## src/sv/compensated_float_sum_8_lanes_defines.svh

```systemverilog
// Assertion macros used by the compensated float sum RTL.
`ifndef COMPENSATED_FLOAT_SUM_8_LANES_DEFINES_SVH
`define COMPENSATED_FLOAT_SUM_8_LANES_DEFINES_SVH

// Property checked on every rising clock edge outside reset.
`define CFS_ASSERT(name, clk, rst_n, prop, msg) \
  name: assert property (@(posedge clk) disable iff (!rst_n) (prop)) else $error(msg);

// Condition that must never hold outside reset.
`define CFS_ASSERT_NEVER(name, clk, rst_n, cond, msg) \
  `CFS_ASSERT(name, clk, rst_n, !(cond), msg)

`endif

```

## src/sv/cfs_pkg.sv

```systemverilog
// Package: constants, types and helpers of the compensated float sum.
`default_nettype none
package cfs_pkg;

  localparam int unsigned GROUP     = 8;
  localparam int unsigned LANES_DEF = 8;
  localparam int unsigned FW        = 32;
  localparam logic [31:0] CANON_NAN = 32'h7FC0_0000;

  typedef enum logic {
    PAIR_ADD,
    PAIR_FOLD
  } pair_op_e;

  typedef struct packed {
    logic     start;
    pair_op_e op;
    logic     clear;
  } pair_req_t;

  typedef enum logic [2:0] {
    CTL_IDLE,
    CTL_LANES,
    CTL_TAIL,
    CTL_FOLD,
    CTL_ACC,
    CTL_FINAL,
    CTL_EMIT
  } ctl_state_e;

  function automatic logic is_nan(input logic [31:0] f);
    return (&f[30:23]) && (|f[22:0]);
  endfunction

  // |a| >= |b|, false when either is NaN
  function automatic logic mag_ge(input logic [31:0] a, input logic [31:0] b);
    return !is_nan(a) && !is_nan(b) && (a[30:0] >= b[30:0]);
  endfunction

  function automatic logic [31:0] fneg(input logic [31:0] f);
    return {~f[31], f[30:0]};
  endfunction

  function automatic logic [31:0] canon(input logic [31:0] f);
    return is_nan(f) ? CANON_NAN : f;
  endfunction

endpackage
`default_nettype wire

```

## src/sv/cfs_fadd.sv

```systemverilog
// Two-stage binary32 adder, round to nearest even, subnormals kept.
`default_nettype none
module cfs_fadd (
  input  wire logic        clk_i,
  input  wire logic [31:0] a_i,
  input  wire logic [31:0] b_i,
  output logic      [31:0] sum_o
);

  function automatic logic [4:0] lzc27(input logic [26:0] v);
    logic [4:0] n;
    n = 5'd27;
    for (int i = 0; i < 27; i++) begin
      if (v[i]) n = 5'(26 - i);
    end
    return n;
  endfunction

  // stage 1: swap, align, add
  logic        a_nan, b_nan, a_inf, b_inf, a_big, eff_sub, sticky;
  logic [31:0] big, sml;
  logic [7:0]  eb, es, diff;
  logic [26:0] bg_ext, sm_ext, sm_sh, sm_al;
  logic [27:0] mag;

  always_comb begin
    a_nan   = cfs_pkg::is_nan(a_i);
    b_nan   = cfs_pkg::is_nan(b_i);
    a_inf   = (&a_i[30:23]) && !(|a_i[22:0]);
    b_inf   = (&b_i[30:23]) && !(|b_i[22:0]);
    a_big   = a_i[30:0] >= b_i[30:0];
    big     = a_big ? a_i : b_i;
    sml     = a_big ? b_i : a_i;
    eb      = (big[30:23] == 8'd0) ? 8'd1 : big[30:23];
    es      = (sml[30:23] == 8'd0) ? 8'd1 : sml[30:23];
    diff    = eb - es;
    bg_ext  = {|big[30:23], big[22:0], 3'b000};
    sm_ext  = {|sml[30:23], sml[22:0], 3'b000};
    if (diff >= 8'd27) begin
      sm_sh  = '0;
      sticky = |sm_ext;
    end else begin
      sm_sh  = sm_ext >> diff[4:0];
      sticky = |(sm_ext & ~(27'h7FF_FFFF << diff[4:0]));
    end
    sm_al   = {sm_sh[26:1], sm_sh[0] | sticky};
    eff_sub = a_i[31] ^ b_i[31];
    mag     = eff_sub ? ({1'b0, bg_ext} - {1'b0, sm_al}) : ({1'b0, bg_ext} + {1'b0, sm_al});
  end

  logic        s1_sign_q, s1_nan_q, s1_inf_q, s1_sub_q;
  logic [7:0]  s1_exp_q;
  logic [27:0] s1_mag_q;

  always_ff @(posedge clk_i) begin
    s1_sign_q <= big[31];
    s1_nan_q  <= a_nan | b_nan | (a_inf & b_inf & eff_sub);
    s1_inf_q  <= a_inf | b_inf;
    s1_sub_q  <= eff_sub;
    s1_exp_q  <= eb;
    s1_mag_q  <= mag;
  end

  // stage 2: normalize, round, pack
  logic [4:0]  lz, sh;
  logic [7:0]  lim;
  logic [26:0] n;
  logic [9:0]  e, e2;
  logic        inc;
  logic [24:0] m25;
  logic [23:0] m;
  logic [31:0] res;

  always_comb begin
    lz  = lzc27(s1_mag_q[26:0]);
    lim = s1_exp_q - 8'd1;
    sh  = ({3'b000, lz} < lim) ? lz : lim[4:0];
    if (s1_mag_q[27]) begin
      n = {s1_mag_q[27:2], s1_mag_q[1] | s1_mag_q[0]};
      e = {2'b00, s1_exp_q} + 10'd1;
    end else begin
      n = s1_mag_q[26:0] << sh;
      e = {2'b00, s1_exp_q} - {5'd0, sh};
    end
    inc = n[2] & (n[1] | n[0] | n[3]);
    m25 = {1'b0, n[26:3]} + {24'd0, inc};
    if (m25[24]) begin
      m  = m25[24:1];
      e2 = e + 10'd1;
    end else begin
      m  = m25[23:0];
      e2 = e;
    end
    if (s1_nan_q) begin
      res = cfs_pkg::CANON_NAN;
    end else if (s1_inf_q || e2 >= 10'd255) begin
      res = {s1_sign_q, 8'hFF, 23'd0};
    end else if (s1_mag_q == 28'd0) begin
      res = {s1_sign_q & ~s1_sub_q, 31'd0};
    end else begin
      res = {s1_sign_q, m[23] ? e2[7:0] : 8'd0, m[22:0]};
    end
  end

  always_ff @(posedge clk_i) begin
    sum_o <= res;
  end

endmodule
`default_nettype wire

```

## src/sv/cfs_pair.sv

```systemverilog
// Neumaier sum/compensation pair with its own adder: compensated add and fold.
`default_nettype none
module cfs_pair (
  input  wire logic              clk_i,
  input  wire logic              rst_ni,
  input  wire cfs_pkg::pair_req_t req_i,
  input  wire logic [31:0]       x_i,
  output logic      [31:0]       res_o,
  output logic                   done_o
);

  // even phases issue an add, odd phases wait on the adder
  localparam logic [3:0] PH_T    = 4'd0;
  localparam logic [3:0] PH_D    = 4'd2;
  localparam logic [3:0] PH_CORR = 4'd4;
  localparam logic [3:0] PH_C    = 4'd6;
  localparam logic [3:0] PH_ADD_END  = 4'd8;
  localparam logic [3:0] PH_FOLD_END = 4'd2;

  logic [31:0] s_q, c_q, x_q, t_q;
  logic        bigs_q, busy_q;
  logic [3:0]  ph_q;
  cfs_pkg::pair_op_e op_q;
  logic [31:0] opa, opb, r;
  logic [3:0]  ph_end;

  cfs_fadd u_fadd (
    .clk_i (clk_i),
    .a_i   (opa),
    .b_i   (opb),
    .sum_o (r)
  );

  always_comb begin
    ph_end = (op_q == cfs_pkg::PAIR_ADD) ? PH_ADD_END : PH_FOLD_END;
    opa    = s_q;
    opb    = (op_q == cfs_pkg::PAIR_FOLD) ? c_q : x_q;
    if (op_q == cfs_pkg::PAIR_ADD) begin
      case (ph_q)
        PH_T: begin
          opa = s_q;
          opb = x_q;
        end
        PH_D: begin
          opa = bigs_q ? s_q : x_q;
          opb = cfs_pkg::fneg(r);
        end
        PH_CORR: begin
          opa = r;
          opb = bigs_q ? x_q : s_q;
        end
        PH_C: begin
          opa = c_q;
          opb = r;
        end
        default: begin
          opa = s_q;
          opb = x_q;
        end
      endcase
    end
  end

  assign done_o = busy_q && (ph_q == ph_end);
  assign res_o  = r;

  always_ff @(posedge clk_i or negedge rst_ni) begin
    if (!rst_ni) begin
      s_q    <= '0;
      c_q    <= '0;
      busy_q <= 1'b0;
      ph_q   <= '0;
      op_q   <= cfs_pkg::PAIR_ADD;
    end else if (req_i.clear) begin
      s_q <= '0;
      c_q <= '0;
    end else if (req_i.start && !busy_q) begin
      busy_q <= 1'b1;
      ph_q   <= '0;
      op_q   <= req_i.op;
    end else if (busy_q) begin
      if (ph_q == ph_end) begin
        busy_q <= 1'b0;
        if (op_q == cfs_pkg::PAIR_ADD) begin
          s_q <= t_q;
          c_q <= r;
        end
      end else begin
        ph_q <= ph_q + 4'd1;
      end
    end
  end

  always_ff @(posedge clk_i) begin
    if (req_i.start && !busy_q) begin
      x_q    <= x_i;
      bigs_q <= cfs_pkg::mag_ge(s_q, x_i);
    end
    if (busy_q && ph_q == PH_D) t_q <= r;
  end

endmodule
`default_nettype wire

```

## config.mk

```make
export PLATFORM = sky130hd
export DESIGN_NAME = cfs_pair
export DESIGN_NICKNAME = d
export VERILOG_FILES = /design/src/sv/compensated_float_sum_8_lanes_defines.svh /design/src/sv/cfs_pkg.sv /design/src/sv/cfs_fadd.sv /design/src/sv/cfs_pair.sv
export SDC_FILE = /design/constraint.sdc
export NUM_CORES = 1
export LEC_CHECK = 0
export BUFFER_PORTS_ARGS = -buffer_cell sky130_fd_sc_hd__clkbuf_2
export CORE_MARGIN = 8
export CORE_UTILIZATION = 30
export DETAILED_ROUTE_END_ITERATION = 16
export GPL_TIMING_DRIVEN = 0
export HOLD_SLACK_MARGIN = 0.03
export PLACE_DENSITY = 0.54
export SYNTH_ARGS = -nofsm -noshare
export SYNTH_HDL_FRONTEND = slang
export SYNTH_SLANG_ARGS = --single-unit
export TNS_END_PERCENT = 1
```

## constraint.sdc

```tcl
create_clock -name clk_i -period 14.4 [get_ports clk_i]
set_input_delay 2.88 -clock clk_i [delete_from_list [all_inputs] [get_ports clk_i]]
set_output_delay 2.88 -clock clk_i [all_outputs]
set_load 0.03 [all_outputs]
```

==> impl_metrics.tcl, run 1 <==
set metrics [dict create \
    end_kind "flop" \
    clock.fmax_ghz 0.0728 \
    grt_max_degree 38 \
    dp.final_hpwl_um 71300 \
    r2r_end "u_fadd.s1_mag_q[25]$_DFF_P_" \
    nets 2902 \
    ys.flop_type "dfxtp_1" \
    synthCells 2632 \
    status "finished clean" \
    clk_latency_ps 590 \
    worstPathArrival_ps 14230 \
    use_met2 0.344 \
    skew_ps 26.3 \
    cts.sinks 207 \
    antenna_found_initial 1 \
    yosysWarnings 0 \
    row_count 95 \
    crit_path_top_delay_cell "a21oi_1" \
    gp_congestion 1.01 \
    final-hold-violation-count 0 \
    design_area_sq_mm 0.0229 \
    worst_slack_ps 666 \
    first_pass_iters 8 \
    fillers 7172 \
    cts_tree "built" \
    fp.coreArea_sq_mm 0.0673 \
    whs_endpoint "u_fadd.sum_o[31]$_SDFF_PP0_" \
    cts_made_buffers 26 \
    cp-start-kind "flop" \
    grt_busiest_layer "met2" \
    finalSetupViolations 0 \
    min_path_type "flop to flop" \
    die_area_sq_mm 0.0767 \
    antennaDiodeCount 0 \
    cts_root_buffer "clkbuf_16" \
    grt_pass1_vias 20400 \
    grtUsageMet1 0.309 \
    max_stage_delay_ps 680 \
    io_pins 70 \
    clk_pin_slew_worst_paths_ps 60 \
    wl_per_cell_um 25.4 \
    ys_seq_area_frac 0.252 \
    r2r_start "ph_q[1]$_DFFE_PN0P_" \
    synth_edf_count 65 \
    worstMarginPinSlew_ps 1400 \
    reg2reg_slack_ps 670 \
    synth_area_sq_mm 0.0204 \
    use_met3 0.0471 \
    yosys_register_bits 207 \
    synthArstFlopShare 0.338 \
    place.port_buffers 69 \
    drc_errors 0 \
    first_iter_violations 2925 \
    grt_util_all_layers 0.226 \
    placed_area_sq_mm 0.0219 \
    drive_gt1_frac 0.111 \
    via_per_inst 6.07 \
    period_minus_slack_ps 13730 \
    wirelength_um 92000 \
    drtAntennaViolNets 0 \
    avgSynthCellArea_sq_um 7.76 \
    worstHoldStart "u_fadd.s1_sign_q$_DFF_P_" \
    grt_pass1_wl_um 136000 \
    initial_core_util 0.304 \
    min_period_over_period 0.954 \
    pre_cts_slack_ps -1880 \
    crit_type "flop to flop" \
    place_inst 3576 \
    required_ps 14900 \
    dr_total_vias 22000 \
    ys_types 113 \
    slew_headroom 0.0676 \
    clockBufferDepth 3 \
    area_delta_synth_final_pct 12.1 \
    cts_hold_buffers 0 \
    grt.overflow.total 0 \
    instances_no_fill 3620 \
    maxCapViolations 0 \
    die_h_um 277 \
    rsz0062_at_grt "false" \
    htree_levels 1 \
    hold_depth 2 \
    syn-num-nets 2807 \
    die_x_um 277 \
    crit_path_max_fanout 19 \
    maxSlewViolCount 0 \
    r2r_cells 51 \
    path_common_cell "a21oi_1" \
]
==> Yosys cell counts, drive strengths merged (34+ instances only) <==
cell / instances / area, sq um
nor3: 49 / 272
inv: 170 / 643
mux2i: 48 / 497
a211oi: 56 / 458
nand3: 60 / 305
o21ai: 127 / 636
xnor2: 40 / 350
a21oi: 261 / 1320
a22oi: 44 / 330
dfrtp: 70 / 1750
a21o: 34 / 255
clkbuf: 112 / 420
nor4: 45 / 294
buf: 59 / 369
edfxtp: 65 / 1950
dfxtp: 72 / 1440
ha: 135 / 1690
nand2: 325 / 1220
nor2: 268 / 1010
==> registers in the layout, indices dropped and copies added, names as in the netlist, 4 cells and up <==
register,cells
s_q,32
ph_q,4
x_q,32
u_fadd.s1_exp_q,8
u_fadd.sum_o,32
t_q,32
c_q,32
u_fadd.s1_mag_q,28
==> final cells by class <==
class / count / area, sq um / area share
timing repair buffer: 71 / 388 / 0.0169
clock buffer: 31 / 722 / 0.0315
buffer: 167 / 796 / 0.0347
tap: 873 / 1090 / 0.0477
inverter: 171 / 647 / 0.0282
sequential: 207 / 5140 / 0.225
multi-input combinational: 2083 / 13900 / 0.608
clock inverter: 17 / 189 / 0.00825
==> per-layer routing <==
layer  vias up  routed length (um)
met2      1260               39400
met5         -                  13
li1       9921                   -
met1     10500               38800
met3       260                9420
met4         2                4410
==> through the flow <==
step            util  TNS [ps]  hold WS [ps]
6_report       0.341         0           428
5_1_grt        0.341         0           454
4_1_cts        0.340         0           428
3_5_place_dp   0.326    -18560           435
3_3_place_gp   0.325    -20120           436
2_1_floorplan      -         0           408
==> worst max-delay path: cells and delay by family (launching register included) <==
| family | cells | cell delay (ps) |
|---|---|---|
| compound gates | 25 | 5630 |
| xor+xnor | 1 | 140 |
| flops | 1 | 480 |
| buf+inv | 13 | 3840 |
| simple gates | 6 | 1350 |
| fa+ha+maj | 5 | 1550 |
| mux | 1 | 620 |
==> cell usage in the layout (no fill, tap or decap), drive strengths merged, types with 20 or more instances in the layout <==
master / netlist / layout
o2bb2ai: 24 / 24
a21o: 34 / 34
xor2: 25 / 25
nand3: 60 / 60
nand4: 30 / 30
nor2b: 20 / 20
mux4: 21 / 21
a21oi: 261 / 261
buf: 59 / 60
o21a: 23 / 23
a2111oi: 23 / 23
xnor2: 40 / 40
nand2b: 28 / 28
a2bb2oi: 22 / 22
inv: 170 / 176
nand2: 325 / 325
mux2i: 48 / 48
nor2: 268 / 268
o211ai: 24 / 24
a221oi: 25 / 25
or2: 21 / 21
ha: 135 / 135
dfxtp: 72 / 72
a22oi: 44 / 44
nor3: 49 / 49
nor4: 45 / 45
dfrtp: 70 / 70
edfxtp: 65 / 65
a31oi: 29 / 29
clkbuf: 112 / 209
a211oi: 56 / 56
o21ai: 127 / 127
==> how the worst max path moves through the flow <==
stage          cells after the start                           to  slack [ps]                 from
6_report                          51  u_fadd.s1_mag_q[25]$_DFF_P_         670  ph_q[1]$_DFFE_PN0P_
5_1_grt                           54  u_fadd.s1_mag_q[25]$_DFF_P_          20  ph_q[0]$_DFFE_PN0P_
4_1_cts                           57  u_fadd.s1_mag_q[25]$_DFF_P_           1  ph_q[0]$_DFFE_PN0P_
3_5_place_dp                      56  u_fadd.s1_mag_q[25]$_DFF_P_       -1880  ph_q[1]$_DFFE_PN0P_
3_3_place_gp                      56  u_fadd.s1_mag_q[25]$_DFF_P_       -1910  ph_q[0]$_DFFE_PN0P_
2_1_floorplan                     55  u_fadd.s1_mag_q[25]$_DFF_P_        2910  ph_q[1]$_DFFE_PN0P_
==> cells by family after synthesis <==
family / after synthesis / synth area share
adders and majority gates: 138 / 0.0856
muxes: 83 / 0.0554
AOI/OAI and AO/OA: 875 / 0.298
xor gates and xnor gates: 65 / 0.0279
buffers and inverters: 342 / 0.0703
and+or+nand+nor: 922 / 0.211
DFF: 207 / 0.252
==> repair_timing <==
action | in CTS | in global routing
endpoints found under the setup margin | 20 | 16
gates resized for setup | 18 | 20
cloned | 0 | 0
setup buffers | 0 | 0
Power of run 1 is not shown: default switching activity piles up to over one toggle a cycle in this logic, so the estimate is an artifact.
==> run 2: changes to the inputs <==
- CORE_MARGIN: 8 -> default
==> impl_metrics.tcl, run 2 (synthesis gave the netlist of run 1 again) <==
set metrics [dict create \
    end_kind "flop" \
    via_per_inst 6.11 \
    drive_gt1_frac 0.115 \
    crit_path_top_delay_cell "o2bb2ai_1" \
    grt.overflow.total 0 \
    hold_depth 2 \
    crit_family "compound AO/OA/AOI/OAI gates" \
    worstMarginPinSlew_ps 1380 \
    whs_endpoint "u_fadd.sum_o[31]$_SDFF_PP0_" \
    grt_pass1_vias 20700 \
    cts_made_buffers 24 \
    grt_util_all_layers 0.257 \
    clk_pin_slew_worst_paths_ps 60 \
    path_common_cell "a21oi_1" \
    final-hold-violation-count 0 \
    area_delta_synth_final_pct 11.9 \
    period_minus_slack_ps 13750 \
    final_common_cell "nand2_1" \
    slew_headroom 0.0775 \
    cp-start-kind "flop" \
    initial_core_util 0.304 \
    path_buf_inv 12 \
    grt_max_degree 53 \
    place.port_buffers 69 \
    fillers 7160 \
    r2r_start "op_q$_DFFE_PN0P_" \
    status "finished clean" \
    max_stage_delay_ps 1170 \
    final_cell_mix "325 x nand2_1, 264 x nor2_1, 256 x a21oi_1" \
    wl_per_cell_um 25.4 \
    wirelength_um 91900 \
    clk_latency_ps 540 \
    maxSlewViolCount 0 \
    io_pins 70 \
    clockBufferDepth 3 \
    maxCapViolations 0 \
    dp.final_hpwl_um 70500 \
    nets 2900 \
    fin_tns_setup_ps 0 \
    crit_type "flop to flop" \
    required_ps 14870 \
    row_count 95 \
    min_period_over_period 0.955 \
    drc_errors 0 \
    worstPathArrival_ps 14210 \
    worst_slack_ps 651 \
    cts_root_buffer "clkbuf_16" \
    clock.fmax_ghz 0.0727 \
    first_iter_violations 2863 \
    crit_path_max_fanout 19 \
    skew_ps 10.3 \
    reg2reg_slack_ps 650 \
    fp.coreArea_sq_mm 0.0673 \
    min_path_type "flop to flop" \
    pre_cts_slack_ps -1990 \
    worstHoldStart "u_fadd.s1_sign_q$_DFF_P_" \
    gp_congestion 1.02 \
    antenna_found_initial 2 \
    die_x_um 263 \
    htree_levels 1 \
    first_pass_iters 9 \
    cts_hold_buffers 0 \
    dr_total_vias 22100 \
    drtAntennaViolNets 0 \
    die_h_um 263 \
    cts_tree "built" \
    finalSetupViolations 0 \
    rsz0062_at_grt "false" \
    grt_pass1_wl_um 136000 \
    r2r_cells 44 \
    die_area_sq_mm 0.0692 \
    r2r_end "u_fadd.s1_mag_q[25]$_DFF_P_" \
    cts.sinks 207 \
]
run 2: changes by cell type in the layout (fill, tap and decap cells not counted), sizes merged:
cell / before / now
clkinvlp: 1 / 0
clkbuf: 209 / 207
diode: 0 / 1
inv: 176 / 173
buf: 60 / 62
run 2: cell type report:
| class | count | area, sq um | area share |
|---|---|---|---|
| clock buffer | 31 | 688 | 0.0301 |
| tap | 873 | 1090 | 0.0478 |
| sequential | 207 | 5140 | 0.225 |
| buffer | 166 | 800 | 0.0350 |
| antenna | 1 | 2.50 | 0.000109 |
| multi-input combinational | 2083 | 14000 | 0.610 |
| clock inverter | 13 | 130 | 0.00569 |
| timing repair buffer | 72 | 403 | 0.0176 |
| inverter | 171 | 647 | 0.0283 |
run 2: worst max-delay path by stage:
stage / start / end / slack [ps] / depth (start not counted)
2_1_floorplan: ph_q[1]$_DFFE_PN0P_ / u_fadd.s1_mag_q[25]$_DFF_P_ / 2910 / 55
3_3_place_gp: ph_q[0]$_DFFE_PN0P_ / u_fadd.s1_mag_q[25]$_DFF_P_ / -2160 / 55
3_5_place_dp: ph_q[0]$_DFFE_PN0P_ / u_fadd.s1_mag_q[25]$_DFF_P_ / -1990 / 55
4_1_cts: ph_q[0]$_DFFE_PN0P_ / u_fadd.s1_mag_q[25]$_DFF_P_ / 10 / 55
5_1_grt: ph_q[0]$_DFFE_PN0P_ / u_fadd.s1_mag_q[25]$_DFF_P_ / 40 / 52
6_report: op_q$_DFFE_PN0P_ / u_fadd.s1_mag_q[25]$_DFF_P_ / 650 / 44
run 2: per-stage QoR:
stage	instances	util	instance area, sq um	hold slack (ps)
after global placement	3574	0.325	21900	434
after global routing	3617	0.340	22900	463
after detailed placement	3576	0.326	21900	429
final	3617	0.340	22900	448
after floorplan	2632	-	20400	408
after CTS	3618	0.339	22800	448
run 2: worst min-delay path, stage by stage (launching register included):
cell,delay [ps]
dfxtp_1,310
nand2_1,60
a41oi_1,40
run 2: per-layer routing:
metal	GRT usage	wire (um)	up-vias
met5	0	7	-
met4	0.0991	4130	2
met3	0.0459	9320	253
met2	0.398	39900	1390
met1	0.352	38500	10500
li1	-	-	9914
run 2: what timing repair did:
| action | in CTS | in global routing |
|---|---|---|
| resized for setup | 14 | 45 |
| endpoints found under the setup margin | 20 | 16 |
| buffers inserted | 0 | 1 |
| gates cloned | 0 | 0 |
| pin swaps | 0 | 1 |
Power of run 2 is left out for the same reason.
